===== src/hdl/crc16_framed_packet_receiver_macros.svh =====
// assertion macros for the framed packet receiver
// expects clk and arst_n in the scope where a macro is used
`ifndef CRC16_FRAMED_PACKET_RECEIVER_MACROS_SVH
`define CRC16_FRAMED_PACKET_RECEIVER_MACROS_SVH

// property checked on every rising edge outside reset
`define CFPR_ASSERT(label, prop, msg) \
	label: assert property (@(posedge clk) disable iff (!arst_n) prop) else $error(msg);

// condition that must never be seen outside reset
`define CFPR_NEVER(label, cond, msg) \
	`CFPR_ASSERT(label, !(cond), msg)

`endif


===== src/hdl/cfpr_pkg.sv =====
// shared types, constants and the bytewise crc step of the framed packet receiver
// no dependencies
`timescale 1ns / 1ps

package cfpr_pkg;

	localparam int BYTE_W      = 8;
	localparam int LEN_W       = 16;
	localparam int CRC_W       = 16;
	localparam int TICK_W      = 8;
	localparam int KIND_W      = 3;
	localparam int CFG_INDEX_W = 2;
	localparam int CFG_DATA_W  = 16;
	localparam int OUT_DATA_W  = BYTE_W + LEN_W;

	localparam logic [CRC_W-1:0]  CRC_POLY            = 16'h1021;
	localparam logic [LEN_W-1:0]  DEFAULT_MAX_PAYLOAD = 16'd4096;
	localparam logic [TICK_W-1:0] DEFAULT_TIMEOUT     = 8'd50;

	localparam logic [BYTE_W-1:0] START_SHORT = 8'd2;
	localparam logic [BYTE_W-1:0] START_LONG  = 8'd3;
	localparam logic [BYTE_W-1:0] STOP_BYTE   = 8'd3;

	localparam logic [CFG_INDEX_W-1:0] REG_MAX_PAYLOAD   = 2'd0;
	localparam logic [CFG_INDEX_W-1:0] REG_TIMEOUT_TICKS = 2'd1;

	typedef enum logic [2:0] {
		ST_IDLE    = 3'd0,
		ST_LEN_HI  = 3'd1,
		ST_LEN_LO  = 3'd2,
		ST_PAYLOAD = 3'd3,
		ST_CRC_HI  = 3'd4,
		ST_CRC_LO  = 3'd5,
		ST_STOP    = 3'd6
	} frame_state_t;

	typedef enum logic [KIND_W-1:0] {
		KIND_BYTE     = 3'd0,
		KIND_GOOD     = 3'd1,
		KIND_CRC_BAD  = 3'd2,
		KIND_STOP_BAD = 3'd3,
		KIND_TIMEOUT  = 3'd4
	} result_kind_t;

	typedef struct packed {
		logic              valid;
		result_kind_t      kind;
		logic [BYTE_W-1:0] data;
		logic [LEN_W-1:0]  length;
	} cfpr_result_t;

	function automatic logic [CRC_W-1:0] crc16_byte(input logic [CRC_W-1:0] crc,
		input logic [BYTE_W-1:0] b);
		logic [CRC_W-1:0] c;
		c = crc ^ {b, {(CRC_W-BYTE_W){1'b0}}};
		for (int i = 0; i < BYTE_W; i++) begin
			c = c[CRC_W-1] ? ((c << 1) ^ CRC_POLY) : (c << 1);
		end
		return c;
	endfunction

endpackage


===== src/hdl/crc16_framed_packet_receiver.sv =====
// an accepted item goes into the input register; its result is registered in the result register and shown on m_*
// throughput: one item per cycle; s_tready drops only while the input register holds
// an item and a result waits on m_* with m_tready low
// reset: arst_n clears the frame state, counters and crc; max_payload returns to 4096,
// timeout_ticks to 50; cfg_ready is always high
// top level of the framed packet receiver; depends on cfpr_pkg, cfpr_frame_fsm and the macros
`timescale 1ns / 1ps
`include "crc16_framed_packet_receiver_macros.svh"

module crc16_framed_packet_receiver (
	input  logic                             clk,
	input  logic                             arst_n,
	input  logic                             s_tvalid,
	output logic                             s_tready,
	input  logic [cfpr_pkg::BYTE_W-1:0]      s_tdata,   // byte_value
	input  logic                             s_tuser,   // cmd
	output logic                             m_tvalid,
	input  logic                             m_tready,
	output logic [cfpr_pkg::OUT_DATA_W-1:0]  m_tdata,   // out_byte, frame_length
	output logic [cfpr_pkg::KIND_W-1:0]      m_tuser,   // result_kind
	input  logic                             cfg_valid,
	output logic                             cfg_ready,
	input  logic [cfpr_pkg::CFG_INDEX_W-1:0] cfg_index,
	input  logic [cfpr_pkg::CFG_DATA_W-1:0]  cfg_data
);
	import cfpr_pkg::*;

	logic [LEN_W-1:0]  max_payload_q;
	logic [TICK_W-1:0] timeout_ticks_q;

	logic              in_valid_s1;
	logic              cmd_s1;
	logic [BYTE_W-1:0] byte_s1;

	logic              out_valid_s2;
	result_kind_t      kind_s2;
	logic [BYTE_W-1:0] out_byte_s2;
	logic [LEN_W-1:0]  frame_length_s2;

	logic         advance;
	cfpr_result_t result;

	assign advance   = !out_valid_s2 || m_tready;
	assign s_tready  = !in_valid_s1 || advance;
	assign cfg_ready = 1'b1;

	always_ff @(posedge clk or negedge arst_n) begin
		if (!arst_n) begin
			max_payload_q   <= DEFAULT_MAX_PAYLOAD;
			timeout_ticks_q <= DEFAULT_TIMEOUT;
		end else if (cfg_valid) begin
			if (cfg_index == REG_MAX_PAYLOAD) begin
				max_payload_q <= cfg_data[LEN_W-1:0];
			end else if (cfg_index == REG_TIMEOUT_TICKS) begin
				timeout_ticks_q <= cfg_data[TICK_W-1:0];
			end
		end
	end

	// input register
	always_ff @(posedge clk or negedge arst_n) begin
		if (!arst_n) begin
			in_valid_s1 <= 1'b0;
		end else if (s_tvalid && s_tready) begin
			in_valid_s1 <= 1'b1;
		end else if (advance) begin
			in_valid_s1 <= 1'b0;
		end
	end

	always_ff @(posedge clk) begin
		if (s_tvalid && s_tready) begin
			cmd_s1  <= s_tuser;
			byte_s1 <= s_tdata;
		end
	end

	cfpr_frame_fsm u_fsm (
		.clk           (clk),
		.arst_n        (arst_n),
		.item_valid    (in_valid_s1 && advance),
		.item_tick     (cmd_s1),
		.item_byte     (byte_s1),
		.max_payload   (max_payload_q),
		.timeout_ticks (timeout_ticks_q),
		.result        (result)
	);

	// result register
	always_ff @(posedge clk or negedge arst_n) begin
		if (!arst_n) begin
			out_valid_s2 <= 1'b0;
		end else if (advance) begin
			out_valid_s2 <= result.valid;
		end
	end

	always_ff @(posedge clk) begin
		if (advance && result.valid) begin
			kind_s2         <= result.kind;
			out_byte_s2     <= result.data;
			frame_length_s2 <= result.length;
		end
	end

	assign m_tvalid = out_valid_s2;
	assign m_tuser  = kind_s2;
	assign m_tdata  = {frame_length_s2, out_byte_s2};

	`CFPR_ASSERT(a_byte_has_no_length,
		(m_tvalid && m_tuser == KIND_BYTE) |-> (m_tdata[OUT_DATA_W-1:BYTE_W] == '0),
		"payload byte transfer carries a nonzero frame length")
	`CFPR_ASSERT(a_verdict_has_no_byte,
		(m_tvalid && m_tuser != KIND_BYTE) |-> (m_tdata[BYTE_W-1:0] == '0),
		"verdict transfer carries a nonzero byte")
	`CFPR_ASSERT(a_stall_only_when_full,
		!s_tready |-> (in_valid_s1 && out_valid_s2 && !m_tready),
		"input stalled while the pipeline could move")
	`CFPR_ASSERT(a_result_needs_item,
		(!$past(in_valid_s1) && !$past(m_tready) && $past(m_tvalid)) |-> m_tvalid,
		"held result dropped without a transfer")
	`CFPR_NEVER(a_kind_in_range,
		m_tvalid && (m_tuser != KIND_BYTE) && (m_tuser != KIND_GOOD) &&
		(m_tuser != KIND_CRC_BAD) && (m_tuser != KIND_STOP_BAD) && (m_tuser != KIND_TIMEOUT),
		"result kind outside the defined codes")

endmodule


===== src/hdl/cfpr_frame_fsm.sv =====
// frame state machine: start, length, payload with running crc, crc, stop, tick timeout
// depends on cfpr_pkg
`timescale 1ns / 1ps

module cfpr_frame_fsm (
	input  logic                        clk,
	input  logic                        arst_n,
	input  logic                        item_valid,
	input  logic                        item_tick,
	input  logic [cfpr_pkg::BYTE_W-1:0] item_byte,
	input  logic [cfpr_pkg::LEN_W-1:0]  max_payload,
	input  logic [cfpr_pkg::TICK_W-1:0] timeout_ticks,
	output cfpr_pkg::cfpr_result_t      result
);
	import cfpr_pkg::*;

	frame_state_t      state_q, state_d;
	logic [TICK_W-1:0] ticks_left_q, ticks_left_d;
	logic [LEN_W-1:0]  payload_length_q, payload_length_d;
	logic [LEN_W-1:0]  bytes_received_q, bytes_received_d;
	logic [CRC_W-1:0]  running_crc_q, running_crc_d;
	logic [CRC_W-1:0]  received_crc_q, received_crc_d;

	logic [LEN_W-1:0] len_full;
	logic [LEN_W-1:0] count_next;
	logic             len_ok;
	logic             frame_open;

	assign len_full   = payload_length_q | {{(LEN_W-BYTE_W){1'b0}}, item_byte};
	assign len_ok     = (len_full != '0) && (len_full <= max_payload);
	assign count_next = bytes_received_q + LEN_W'(1);
	assign frame_open = (state_q == ST_PAYLOAD) || (state_q == ST_CRC_HI) ||
		(state_q == ST_CRC_LO) || (state_q == ST_STOP);

	// next state
	always_comb begin
		state_d          = state_q;
		ticks_left_d     = ticks_left_q;
		payload_length_d = payload_length_q;
		bytes_received_d = bytes_received_q;
		running_crc_d    = running_crc_q;
		received_crc_d   = received_crc_q;
		if (item_valid) begin
			if (item_tick) begin
				if (ticks_left_q != '0) begin
					ticks_left_d = ticks_left_q - TICK_W'(1);
				end else begin
					state_d = ST_IDLE;
				end
			end else begin
				unique case (state_q)
					ST_IDLE: begin
						if (item_byte == START_SHORT || item_byte == START_LONG) begin
							state_d          = (item_byte == START_SHORT) ? ST_LEN_LO : ST_LEN_HI;
							ticks_left_d     = timeout_ticks;
							bytes_received_d = '0;
							payload_length_d = '0;
							running_crc_d    = '0;
						end
					end
					ST_LEN_HI: begin
						payload_length_d = {item_byte, {(LEN_W-BYTE_W){1'b0}}};
						state_d          = ST_LEN_LO;
						ticks_left_d     = timeout_ticks;
					end
					ST_LEN_LO: begin
						payload_length_d = len_full;
						if (len_ok) begin
							state_d      = ST_PAYLOAD;
							ticks_left_d = timeout_ticks;
						end else begin
							state_d = ST_IDLE;
						end
					end
					ST_PAYLOAD: begin
						running_crc_d    = crc16_byte(running_crc_q, item_byte);
						bytes_received_d = count_next;
						if (count_next == payload_length_q) begin
							state_d = ST_CRC_HI;
						end
						ticks_left_d = timeout_ticks;
					end
					ST_CRC_HI: begin
						received_crc_d = {item_byte, received_crc_q[BYTE_W-1:0]};
						state_d        = ST_CRC_LO;
						ticks_left_d   = timeout_ticks;
					end
					ST_CRC_LO: begin
						received_crc_d = {received_crc_q[CRC_W-1:BYTE_W], item_byte};
						state_d        = ST_STOP;
						ticks_left_d   = timeout_ticks;
					end
					ST_STOP: begin
						state_d = ST_IDLE;
					end
					default: begin
						state_d = ST_IDLE;
					end
				endcase
			end
		end
	end

	// result
	always_comb begin
		result = '{valid: 1'b0, kind: KIND_BYTE, data: '0, length: '0};
		if (item_valid) begin
			if (item_tick) begin
				if (ticks_left_q == '0 && frame_open) begin
					result.valid  = 1'b1;
					result.kind   = KIND_TIMEOUT;
					result.length = payload_length_q;
				end
			end else if (state_q == ST_PAYLOAD) begin
				result.valid = 1'b1;
				result.kind  = KIND_BYTE;
				result.data  = item_byte;
			end else if (state_q == ST_STOP) begin
				result.valid  = 1'b1;
				result.length = payload_length_q;
				if (item_byte != STOP_BYTE) begin
					result.kind = KIND_STOP_BAD;
				end else if (received_crc_q == running_crc_q) begin
					result.kind = KIND_GOOD;
				end else begin
					result.kind = KIND_CRC_BAD;
				end
			end
		end
	end

	always_ff @(posedge clk or negedge arst_n) begin
		if (!arst_n) begin
			state_q          <= ST_IDLE;
			ticks_left_q     <= '0;
			payload_length_q <= '0;
			bytes_received_q <= '0;
			running_crc_q    <= '0;
			received_crc_q   <= '0;
		end else begin
			state_q          <= state_d;
			ticks_left_q     <= ticks_left_d;
			payload_length_q <= payload_length_d;
			bytes_received_q <= bytes_received_d;
			running_crc_q    <= running_crc_d;
			received_crc_q   <= received_crc_d;
		end
	end

endmodule

===== config.mk =====
export PLATFORM = sky130hd
export DESIGN_NAME = crc16_framed_packet_receiver
export DESIGN_NICKNAME = d
export VERILOG_FILES = /design/src/hdl/cfpr_pkg.sv /design/src/hdl/crc16_framed_packet_receiver.sv /design/src/hdl/cfpr_frame_fsm.sv
export VERILOG_INCLUDE_DIRS = /design/src /design/src/hdl
export SDC_FILE = /design/constraint.sdc
export NUM_CORES = 1
export LEC_CHECK = 0
export BUFFER_PORTS_ARGS = -buffer_cell sky130_fd_sc_hd__buf_2
export CORE_ASPECT_RATIO = 0.75
export CORE_MARGIN = 8
export CORE_UTILIZATION = 35
export DETAILED_ROUTE_END_ITERATION = 10
export GPL_TIMING_DRIVEN = 0
export MAX_ROUTING_LAYER = met4
export PLACE_DENSITY_LB_ADDON = 0.25
export SLEW_MARGIN = 25
export SYNTH_ARGS = -nofsm -noshare
export SYNTH_HDL_FRONTEND = slang
export SYNTH_SLANG_ARGS = --single-unit

===== constraint.sdc =====
create_clock -name clk -period 6.71 [get_ports clk]
set_input_delay 0 -clock clk [delete_from_list [all_inputs] [get_ports clk]]
set_output_delay 0 -clock clk [all_outputs]
set_load 0.01 [all_outputs]

# ---- After elaboration in Yosys (flattened, before gate mapping)
# Cells that the tools add are included.
dict set report classes {
  addsub 2
  magnitude_cmp 1
  eq_ne 18
  muxes 40
  bitwise_logic 16
  reduce_logical 32
}
# operator count
set ops {}
lappend ops {{$mux 13} 8}
lappend ops {{$pmux 16 s2} 3}
lappend ops {{$mux 16} 5}
lappend ops {{$mux 8} 6}
lappend ops {{$pmux 16 s3} 1}
lappend ops {{$eq 16x16->1} 2}
lappend ops {{$mux 28} 1}
lappend ops {{$not 3->3} 8}
lappend ops {{$pmux 8 s3} 1}
lappend ops {{$reduce_and 4->1} 5}
lappend ops {{$pmux 3 s6} 1}
lappend ops {{$add 16x1->16 const B} 1}
lappend ops {{$eq 8x2->1 const B} 2}
lappend ops {{$le 16x16->1} 1}
lappend ops {{$mux 4} 4}
lappend ops {{$or 16x8->16} 1}
lappend ops {{$reduce_bool 16->1} 1}
lappend ops {{$xor 16x16->16} 1}
lappend ops {{$mux 3} 4}
lappend ops {{$eq 3x3->1 const B} 3}
lappend ops {{$logic_not 8->1} 1}
lappend ops {{$mux 2} 4}
lappend ops {{$ne 8x2->1 const B} 1}
lappend ops {{$reduce_bool 8->1} 1}
lappend ops {{other kinds (23)} 43}
dict set report totals {
  regBits 137
  in_bits 32
  output_inout_bits 30
}

# ---- Longest topological paths before layout
# Gate-level depths: netlist (run 1).
dict set report depth {
  ltp_word 18
  depth_mapped 11
}

# ---- By module
# Synthesis (run 1) repeated with hierarchy kept, for this count alone.
dict set report unflattened {
  hier_cells 671
  area_unflattened_um2 7382.1
}
# module instances cells_per_inst area_per_inst_um2
set modules_own_cells {}
lappend modules_own_cells {cfpr_frame_fsm 1 573 5281.3}
lappend modules_own_cells {crc16_framed_packet_receiver 1 98 2100.8}

# ---- Worst setup path before layout (run 1)
# No wires, ideal clock.
dict set report synth_timing {
  kind {reg2reg}
  startpoint {reg u_fsm.ticks_left_q[0]}
  endpoint {reg frame_length_s2[0], enable pin}
  setup_time_ns 0.450
  t_arrival_ns 4.101
  t_required_ns 6.260
  slack_ns 2.159
  path_stages_with_launch 9
  n_path_buf 0
  cell_sequence {dfrtp_1 inv_1 ha_1 or3b_1 or2_2 or4b_1 nor3b_1 a21oi_1 o21ai_0}
}
dict set report synth_between {
  elab_chain_len 6
}
# item line
set synth_rtl {}
lappend synth_rtl {{from (decl)} cfpr_frame_fsm.sv:18} ;# logic [TICK_W-1:0] ticks_left_q, ticks_left_d;
lappend synth_rtl {{from (signal assigned)} cfpr_frame_fsm.sv:142} ;# ticks_left_q <= ticks_left_d;
lappend synth_rtl {{$logic_not 8->1} cfpr_frame_fsm.sv:109} ;# if (ticks_left_q == '0 && frame_open) begin
lappend synth_rtl {{$logic_and 1x1->1} cfpr_frame_fsm.sv:109}
lappend synth_rtl {{$mux 4} cfpr_frame_fsm.sv:109}
lappend synth_rtl {{$mux 4} cfpr_frame_fsm.sv:108} ;# if (item_tick) begin
lappend synth_rtl {{$mux 28} cfpr_frame_fsm.sv:107} ;# if (item_valid) begin
lappend synth_rtl {{$logic_and 1x1->1} crc16_framed_packet_receiver.sv:99} ;# if (advance && result.valid) begin
lappend synth_rtl {{to (signal assigned)} crc16_framed_packet_receiver.sv:102} ;# frame_length_s2 <= result.length;
lappend synth_rtl {{to (decl)} crc16_framed_packet_receiver.sv:38} ;# logic [LEN_W-1:0] frame_length_s2;
# Every way passes these cells.
# A chain may end at the register's enable or synchronous reset.

# ---- Worst setup path in the final report (run 1)
dict set report layout_timing {
  startpoint {reg byte_s1[0]}
  endpoint {reg u_fsm.ticks_left_q[1]}
}
dict set report layout_between {
  elab_chain_len 5
}
# item line
set layout_rtl {}
lappend layout_rtl {{from (decl)} crc16_framed_packet_receiver.sv:33} ;# logic [BYTE_W-1:0] byte_s1;
lappend layout_rtl {{from (signal assigned)} crc16_framed_packet_receiver.sv:74} ;# byte_s1 <= s_tdata;
lappend layout_rtl {{$or 16x8->16} cfpr_frame_fsm.sv:29} ;# assign len_full = payload_length_q | {{(LEN_W-BYTE_W){1'b0}}, item_byte};
lappend layout_rtl {{$le 16x16->1 / $reduce_bool 16->1 (equally long branches)} cfpr_frame_fsm.sv:30} ;# assign len_ok = (len_full != '0) && (len_full <= max_payload);
lappend layout_rtl {{$logic_and 1x1->1} cfpr_frame_fsm.sv:30}
lappend layout_rtl {{$ne 3x2->1 (no line)} n/a}
lappend layout_rtl {{$reduce_and 5->1 (no line) *} n/a}
# Every way passes the cells marked *; elsewhere a longest branch is shown, timed or not.

==> impl_metrics.env, run 1 <==
export IMPL_placed_area_um2=7700
export IMPL_synthAdderAreaFrac=0.0322
export IMPL_clock_latency_ps=430
export IMPL_clk_pin_slew_ps=60
export IMPL_row_count=44
export IMPL_drt_iter0_markers=414
export IMPL_grt_pass1_wl_mm=30.3
export IMPL_syn_inst=678
export IMPL_final_layout_size_suffix_gt1_frac=0.182
export IMPL_p_leak_nw=3.69
export IMPL_cts_tree="built"
export IMPL_startpoint_type="flip-flop"
export IMPL_p_comb_frac=0.267
export IMPL_slew_headroom=0.392
export IMPL_antenna_left=0
export IMPL_place_congestion=0.849
export IMPL_initial_core_util=0.359
export IMPL_diodes=0
export IMPL_synth_top_cell_by_area="dfrtp_1"
export IMPL_viasPerCell=5.13
export IMPL_antenna_found_initial=0
export IMPL_cts_root_buf="clkbuf_16"
export IMPL_die_w_um=179
export IMPL_synthSimpleGateAreaFrac=0.154
export IMPL_min_path_type="in -> async"
export IMPL_synthTopCellsByArea="dfrtp_1 (35%), edfxtp_1 (15%), o21ai_0 (5.6%), xnor2_1 (5.4%), mux2_2 (5.3%)"
export IMPL_final_setup_tns_ps=0
export IMPL_seqCellArea_um2=3610
export IMPL_dp_hpwl_mm=13.5
export IMPL_fillers=1882
export IMPL_pwr_share_clk=0.343
export IMPL_post_route_min_period_ps=3500
export IMPL_first_pass_iters=5
export IMPL_ir_drop_mv=0.157
export IMPL_p_int_mw=2.09
export IMPL_layout_commonest_cell="dfrtp_1"
export IMPL_yosys_area_share_xor_xnor=0.0825
export IMPL_max_freq_ghz=0.286
export IMPL_synth_edf_count=36
export IMPL_drv_slew=0
export IMPL_max_cap_viol_count=0
export IMPL_yosysSeqAreaShare=0.516
export IMPL_final_cell_mix="dfrtp_1 (97), o21ai_0 (77), nand2_1 (63), buf_2 (63), xnor2_1 (43)"
export IMPL_coreArea_um2=19500
export IMPL_clock_path_buffers=2
export IMPL_grt_pass1_vias=5423
export IMPL_synth_compound_area_frac=0.112
export IMPL_multiInputGateArea_um2=3140
export IMPL_synthFlopType="dfrtp_1"
export IMPL_final_nets=839
export IMPL_critPathMaxFanout=9
export IMPL_outcome="finished clean"
export IMPL_grt_start_max_net_pins=61
export IMPL_drt_total_wl_mm=18.8
export IMPL_die_area_um2=24800
export IMPL_required_ps=7050
export IMPL_p_per_area_nw_per_um2=357
export IMPL_htree_levels=4
export IMPL_period_share=0.521
export IMPL_syn_mean_instance_area_um2=10.3
export IMPL_finClkSkew_ps=17.4
export IMPL_synth_mux_area_frac=0.0634
export IMPL_synth_distinct_cells=56
export IMPL_rsz0062_at_grt="no"
export IMPL_mappedNetlistArea_um2=7000
export IMPL_syn_nets=728
export IMPL_hold_viol_final=0
export IMPL_port_buffers=60
export IMPL_finalInstanceArea_um2=8680
export IMPL_yosys_register_bits=137
export IMPL_cts_sink_count=137
export IMPL_stdcell_count=1055
export IMPL_place_inst=993
export IMPL_area_growth_pct=24.0
export IMPL_net_switching_power_mw=1.01
export IMPL_synth_top_area_frac=0.347
export IMPL_worstPathArrival_ps=3840
export IMPL_critPathKind="reg -> reg"
export IMPL_num_io_pins=62
export IMPL_die_y_um=139
export IMPL_synthArstFlopShare=0.737
export IMPL_drc_errors=0
export IMPL_synth_top_family_by_area="simple AND/OR/NAND/NOR gates"
export IMPL_switching_share=0.325
export IMPL_p_total_mw=3.10
export IMPL_tightestPinTransition_ps=911
export IMPL_endpoint_kind="flip-flop"
export IMPL_p_seq_frac=0.390
export IMPL_finalSetupViolCount=0
export IMPL_wl_per_cell_um=17.8
export IMPL_numCtsBuffers=17
export IMPL_overflow=0
export IMPL_dr_total_vias=5407
export IMPL_ys_warnings_count=0
export IMPL_grt_usage=0.162
export IMPL_postLayoutCoreUtil=0.445
==> repair_timing <==
action,in CTS,in global routing
gates resized for setup,0,0
hold endpoints to repair,132,0
hold buffers,30,0
buffers inserted,0,0
==> cells by family (layout without fill, tap and decap cells) <==
group	after synthesis	in the layout
adder cells (fa/ha/maj)	18	18
buffers and inverters	71	195
XOR/XNOR	66	66
AO/OA/AOI/OAI	137	137
other	1	1
flip-flops	137	137
AND/OR/NAND/NOR	208	208
multiplexers	40	40
==> final timing paths <==
kind | start | end | slack (ps) | depth (start not counted)
max in group asynchronous | arst_n | max_payload_q[12] | 5960 | 3
setup / recovery | byte_s1[0] | u_fsm.ticks_left_q[1] | 3210 | 11
hold reg to reg | max_payload_q[12] | max_payload_q[12] | 520 | 2
min in group clk | cfg_index[1] | max_payload_q[7] | 180 | 4
hold / removal | arst_n | u_fsm.ticks_left_q[1] | 70 | 2
setup reg to reg | byte_s1[0] | u_fsm.ticks_left_q[1] | 3210 | 11
==> layout make-up <==
cell class	instances	share of cell area
Sequential cell	137	0.416
Multi-Input combinational cell	470	0.362
Timing Repair Buffer	92	0.0762
Clock buffer	22	0.0561
Tap cell	253	0.0365
Clock inverter	10	0.0215
Inverter	40	0.0173
Buffer	31	0.0144
==> registers in the layout (all words and copies together), names as in the netlist <==
name	cells
u_fsm.state_q	3
u_fsm.bytes_received_q	16
timeout_ticks_q	8
u_fsm.payload_length_q	16
u_fsm.ticks_left_q	8
u_fsm.running_crc_q	16
m_tuser	3
cmd_s1	1
m_tvalid	1
in_valid_s1	1
frame_length_s2	16
byte_s1	8
u_fsm.received_crc_q	16
max_payload_q	16
out_byte_s2	8
==> per-stage QoR <==
stage                     setup WS [ps]  hold WS (ps)
after floorplan                    2160          -296
after global placement              554           177
after detailed placement           3290         -53.0
after CTS                          3260          72.3
after global routing               2810          95.7
final                              3210          67.8
==> Yosys cell counts, types with 4 or more instances <==
master    number
inv_1         40
a31oi_1       11
nor3_1        19
nand3b_1       4
and3_1        11
edfxtp_1      36
xor2_1        23
nand2b_1       6
ha_1          18
a21o_1         8
dfrtp_1       97
and2_1        10
or3_1          4
nand2_1       63
nand4_1       13
nor4_1         6
mux2i_1        5
dfstp_2        4
clkbuf_1      26
xnor2_1       43
o22ai_1        5
nor2_1        34
mux2_2        33
o31ai_1        4
buf_2          4
nand3_1       17
o21ai_0       78
a21oi_1       17
==> worst max-delay path, cell delays in order, from the launching register on <==
cell and delay (ps):
edfxtp_1 330, clkbuf_1 590, nor2_1 240, ha_1 350, nand4_1 110, nor4_1 310, nor2_1 70, a21oi_1 350
a21o_1 330, and3_1 190, clkbuf_1 300, mux2i_1 240
==> power groups by stage <==
stage	Sequential [mW]	Combinational [mW]	Clock [mW]
finish	1.21	0.828	1.06
global route	1.23	0.937	1.11
CTS	1.20	0.826	1.08
detailed placement	1.22	0.803	0
global placement	1.22	0.787	0
floorplan	1.15	0.608	0
==> layer usage <==
layer / GRT usage / vias to the layer above / part of all wire
li1: - / 2613 / -
met1: 0.236 / 2602 / 0.52
met2: 0.205 / 180 / 0.39
met3: 0.0593 / 12 / 0.083
met4: 0.0402 / 0 / 0.0094
met5: - / - / 0
Power figures use the tool's default switching activity.
==> run 2, diff against run 1 <==
==> constraint.sdc (replaced) <==
create_clock -name clk -period 2.9 [get_ports clk]
set_input_delay 0 -clock clk [delete_from_list [all_inputs] [get_ports clk]]
set_output_delay 0 -clock clk [all_outputs]
set_load 0.01 [all_outputs]
==> impl_metrics.env, run 2 (synthesis results as in run 1) <==
export IMPL_outcome="finished, violations left"
export IMPL_violations="setup timing"
export IMPL_p_total_mw=6.91
export IMPL_place_inst=993
export IMPL_dr_total_vias=5584
export IMPL_overflow=0
export IMPL_required_ps=3040
export IMPL_diodes=0
export IMPL_final_cell_mix="dfrtp_1 (96), o21ai_0 (77), buf_2 (64)"
export IMPL_path_cells="inv_2, ha_4, or3b_4, or2_4, or4b_4, nor3b_4, a21oi_4, o21ai_4, buf_12"
export IMPL_antenna_found_initial=0
export IMPL_row_count=44
export IMPL_ir_drop_mv=0.441
export IMPL_path_delay_family="simple AND/OR/NAND/NOR gates"
export IMPL_antenna_left=0
export IMPL_final_setup_tns_ps=-13.6
export IMPL_clock_latency_ps=430
export IMPL_finClkSkew_ps=9.31
export IMPL_drc_errors=0
export IMPL_viasPerCell=5.17
export IMPL_critPathMaxFanout=11
export IMPL_stdcell_count=1080
export IMPL_dp_hpwl_mm=13.1
export IMPL_place_congestion=0.838
export IMPL_coreArea_um2=19500
export IMPL_switching_share=0.361
export IMPL_post_route_min_period_ps=2900
export IMPL_final_layout_size_suffix_gt1_frac=0.250
export IMPL_grt_usage=0.168
export IMPL_drv_slew=0
export IMPL_fin_hold_ws_ps=39.1
export IMPL_hold_viol_final=0
export IMPL_drt_total_wl_mm=19.9
export IMPL_first_pass_iters=6
export IMPL_critPathKind="reg -> reg"
export IMPL_endpoint_kind="flip-flop"
export IMPL_cts_tree="built"
export IMPL_final_nets=864
export IMPL_startpoint_type="flip-flop"
export IMPL_grt_pass1_wl_mm=31.1
export IMPL_p_int_mw=4.41
export IMPL_htree_levels=4
export IMPL_port_buffers=60
export IMPL_num_io_pins=62
export IMPL_initial_core_util=0.359
export IMPL_grt_start_max_net_pins=65
export IMPL_fillers=1847
export IMPL_finalSetupViolCount=5
export IMPL_r2r_start="u_fsm.ticks_left_q[0]"
export IMPL_p_per_area_nw_per_um2=767
export IMPL_area_growth_pct=28.6
export IMPL_setup_ws_ps=-3.49
export IMPL_r2r_end="frame_length_s2[6]"
export IMPL_rsz0062_at_grt="yes"
export IMPL_cts_root_buf="clkbuf_16"
export IMPL_reg2reg_depth=9
export IMPL_numCtsBuffers=17
export IMPL_slew_headroom=0.437
export IMPL_p_seq_frac=0.408
export IMPL_critPathSlowestCell="or4b_4"
export IMPL_clock_path_buffers=2
export IMPL_pwr_share_clk=0.290
export IMPL_die_y_um=139
export IMPL_drt_iter0_markers=536
export IMPL_period_share=1.00
export IMPL_p_leak_nw=3.80
export IMPL_max_stage_delay_ps=580
export IMPL_tightestPinTransition_ps=844
export IMPL_clk_pin_slew_ps=60
export IMPL_p_comb_frac=0.302
export IMPL_r2r_setup_slack_ps=-3
export IMPL_grt_pass1_vias=5419
export IMPL_max_freq_ghz=0.344
export IMPL_net_switching_power_mw=2.50
export IMPL_min_path_type="in -> async"
export IMPL_worst_path_buf_inv=2
export IMPL_cts_sink_count=137
export IMPL_max_cap_viol_count=0
export IMPL_layout_commonest_cell="dfrtp_1"
export IMPL_die_area_um2=24800
export IMPL_worstPathArrival_ps=3040
export IMPL_die_w_um=179
export IMPL_wl_per_cell_um=18.4
-- run 2: cell count changes in the layout (fill, tap and decap cells not counted), moves of 3 or more --
cell | before | now
nor2_2 | 1 | 4
clkbuf_1 | 29 | 21
nor3_1 | 19 | 13
buf_12 | 0 | 3
inv_6 | 1 | 4
buf_4 | 1 | 23
clkinvlp_4 | 0 | 4
bufinv_16 | 5 | 0
nor3_2 | 0 | 6
nor2_1 | 34 | 30
-- run 2: through the flow --
step	cell area, um^2	setup slack [ps]	utilization
after global routing	9010	-59.7	0.462
after CTS	8710	11.1	0.447
after global placement	7660	-492	0.393
final	9010	-3.49	0.462
after floorplan	7040	-54.2	-
after detailed placement	7710	-518	0.395
-- run 2: repair_timing --
action                     in CTS  in global routing
hold buffers                   31                  0
gates resized for setup        16                 32
pin swaps                       1                  8
setup endpoints to repair      46                 49
hold endpoints to repair      133                  0
gates cloned                    1                  1
buffers inserted                9                 17
-- run 2: power by group through the flow --
stage | clock (mW) | combinational (mW) | sequential (mW)
after floorplan | 0 | 1.42 | 2.66
after global placement | 0 | 1.81 | 2.82
after detailed placement | 0 | 1.85 | 2.82
after CTS | 2.05 | 1.95 | 2.79
after global routing | 2.12 | 2.34 | 2.86
final | 2.00 | 2.09 | 2.82
-- run 2: area by class of cell --
class / instances / area [um^2] / area share
inverter: 40 / 150 / 0.0167
tap: 253 / 317 / 0.0351
buffer: 27 / 126 / 0.0140
clock buffer: 20 / 447 / 0.0496
multi-input combinational: 471 / 3350 / 0.372
timing repair buffer: 120 / 915 / 0.102
sequential: 137 / 3610 / 0.401
clock inverter: 12 / 90.1 / 0.0100
-- run 2: how the worst max path moves through the flow --
stage / cells past startpoint / startpoint / to / slack [ps]
finish: 9 / u_fsm.ticks_left_q[0] / frame_length_s2[6] / -3
global route: 9 / u_fsm.ticks_left_q[0] / frame_length_s2[6] / -60
CTS: 8 / byte_s1[7] / u_fsm.state_q[0] / 10
detailed placement: 8 / u_fsm.ticks_left_q[0] / out_byte_s2[5] / -520
global placement: 8 / u_fsm.ticks_left_q[0] / frame_length_s2[4] / -490
floorplan: 8 / u_fsm.ticks_left_q[0] / frame_length_s2[0] / -50
-- run 2: worst reg2reg max path: cells and delay by family, from the launching register on --
| family | cells | cell delay, ps |
|---|---|---|
| AND/OR/NAND/NOR | 4 | 1450 |
| flip-flops | 1 | 420 |
| AO/OA/AOI/OAI | 2 | 360 |
| buffers and inverters | 2 | 250 |
| adder cells (fa/ha/maj) | 1 | 130 |
-- run 2: layer usage --
layer	GRT usage	vias up	share of wire
met1	0.248	2731	0.51
met2	0.213	163	0.41
met4	0.0503	0	0.013
li1	-	2671	-
met5	-	-	0
met3	0.0498	19	0.068
==> run 3, diff against run 2 <==
==> constraint.sdc (replaced) <==
create_clock -name clk -period 2.95 [get_ports clk]
set_input_delay 0 -clock clk [delete_from_list [all_inputs] [get_ports clk]]
set_output_delay 0 -clock clk [all_outputs]
set_load 0.01 [all_outputs]
==> impl_metrics.env, run 3 (synthesis results as in run 1) <==
export IMPL_outcome="finished clean"
export IMPL_r2r_end="frame_length_s2[6]"
export IMPL_critPathKind="reg -> reg"
export IMPL_wl_per_cell_um=18.4
export IMPL_drc_errors=0
export IMPL_first_pass_iters=5
export IMPL_clk_pin_slew_ps=60
export IMPL_layout_commonest_cell="dfrtp_1"
export IMPL_die_y_um=139
export IMPL_r2r_setup_slack_ps=50
export IMPL_worstPathArrival_ps=3040
export IMPL_viasPerCell=5.17
export IMPL_die_area_um2=24800
export IMPL_max_stage_delay_ps=580
export IMPL_placed_area_um2=7710
export IMPL_initial_core_util=0.359
export IMPL_grt_start_max_net_pins=65
export IMPL_ir_drop_mv=0.433
export IMPL_endpoint_kind="flip-flop"
export IMPL_path_cells="inv_2, ha_4, or3b_4, or2_4, or4b_4, nor3b_4, a21oi_4, o21ai_4, buf_12"
export IMPL_required_ps=3090
export IMPL_drv_slew=0
export IMPL_max_cap_viol_count=0
export IMPL_area_growth_pct=26.4
export IMPL_finalSetupViolCount=0
export IMPL_p_per_area_nw_per_um2=762
export IMPL_diodes=0
export IMPL_finalInstanceArea_um2=8850
export IMPL_grt_pass1_vias=5423
export IMPL_cts_tree="built"
export IMPL_dr_total_vias=5538
export IMPL_hold_viol_final=0
export IMPL_r2r_start="u_fsm.ticks_left_q[0]"
export IMPL_final_nets=855
export IMPL_fillers=1860
export IMPL_final_setup_tns_ps=0
export IMPL_slew_headroom=0.441
export IMPL_critPathSlowestCell="or4b_4"
export IMPL_cts_sink_count=137
export IMPL_p_leak_nw=3.73
export IMPL_critPathMaxFanout=11
export IMPL_tightestPinTransition_ps=839
export IMPL_antenna_left=0
export IMPL_final_cell_mix="dfrtp_1 (96), o21ai_0 (77), buf_2 (65)"
export IMPL_grt_usage=0.168
export IMPL_numCtsBuffers=17
export IMPL_row_count=44
export IMPL_die_w_um=179
export IMPL_max_freq_ghz=0.345
export IMPL_drt_iter0_markers=536
export IMPL_startpoint_type="flip-flop"
export IMPL_coreArea_um2=19500
export IMPL_dp_hpwl_mm=13.1
export IMPL_final_layout_size_suffix_gt1_frac=0.233
export IMPL_place_congestion=0.838
export IMPL_clock_path_buffers=2
export IMPL_overflow=0
export IMPL_drt_total_wl_mm=19.7
export IMPL_port_buffers=60
export IMPL_period_share=0.983
export IMPL_min_path_type="in -> async"
export IMPL_rsz0062_at_grt="yes"
export IMPL_cts_root_buf="clkbuf_16"
export IMPL_grt_pass1_wl_mm=31.1
export IMPL_htree_levels=4
export IMPL_antenna_found_initial=0
export IMPL_num_io_pins=62
export IMPL_finClkSkew_ps=10.3
export IMPL_reg2reg_depth=9
export IMPL_post_route_min_period_ps=2900
export IMPL_clock_latency_ps=430
[run 3: cell type report]
cell class,instances,area (um^2),share of cell area
Tap cell,253,317,0.0358
Clock inverter,12,90.1,0.0102
Timing Repair Buffer,111,815,0.0920
Multi-Input combinational cell,471,3300,0.373
Buffer,27,121,0.0137
Inverter,40,150,0.0170
Sequential cell,137,3610,0.408
Clock buffer,20,447,0.0505
[run 3: worst max path at each step]
stage	startpoint	endpoint	slack [ps]	cells after the start
after CTS	byte_s1[6]	u_fsm.ticks_left_q[1]	30	10
after global placement	u_fsm.ticks_left_q[0]	frame_length_s2[4]	-440	8
after global routing	byte_s1[6]	u_fsm.ticks_left_q[1]	-40	10
final	u_fsm.ticks_left_q[0]	frame_length_s2[6]	50	9
after detailed placement	u_fsm.ticks_left_q[0]	out_byte_s2[5]	-470	8
after floorplan	u_fsm.ticks_left_q[0]	frame_length_s2[0]	-4	8
[run 3: repair_timing]
item,4_1_cts,5_1_grt
endpoints found under the hold margin,133,0
pin swaps,1,5
gates resized for setup,15,22
gates cloned,1,1
buffers inserted,8,9
hold buffers,31,0
endpoints found under the setup margin,45,47
[run 3: worst max-delay path: cells and delay by family, from the launching register on]
kind                     cells  cell delay, ps
adder cells (fa/ha/maj)      1             130
flip-flops                   1             420
buffers and inverters        2             250
AND/OR/NAND/NOR              4            1470
AO/OA/AOI/OAI                2             340
[run 3: routing by layer]
layer,track usage,vias up,routed length [um]
met5,-,-,0
met4,0.0503,0,245
met3,0.0490,15,1520
met2,0.213,186,8040
met1,0.248,2686,9930
li1,-,2651,-
[run 3: power by group]
part | internal (mW) | switching [mW] | leakage, nW | total, mW
logic | 0.899 | 1.11 | 1.88 | 2.01
registers | 2.31 | 0.451 | 1.60 | 2.77
clock network | 1.10 | 0.867 | 0.254 | 1.97
[run 3: per-stage QoR]
stage | utilization | instances | setup WS [ps] | hold WS (ps) | total power [mW]
floorplan | - | 678 | -4.19 | -296 | 4.01
global route | 0.454 | 1071 | -42.8 | 70.5 | 7.15
finish | 0.454 | 1071 | 50.6 | 34.5 | 6.75
detailed placement | 0.395 | 993 | -468 | -68.7 | 4.60
global placement | 0.393 | 991 | -442 | 177 | 4.55
CTS | 0.446 | 1062 | 30.9 | 38.2 | 6.67
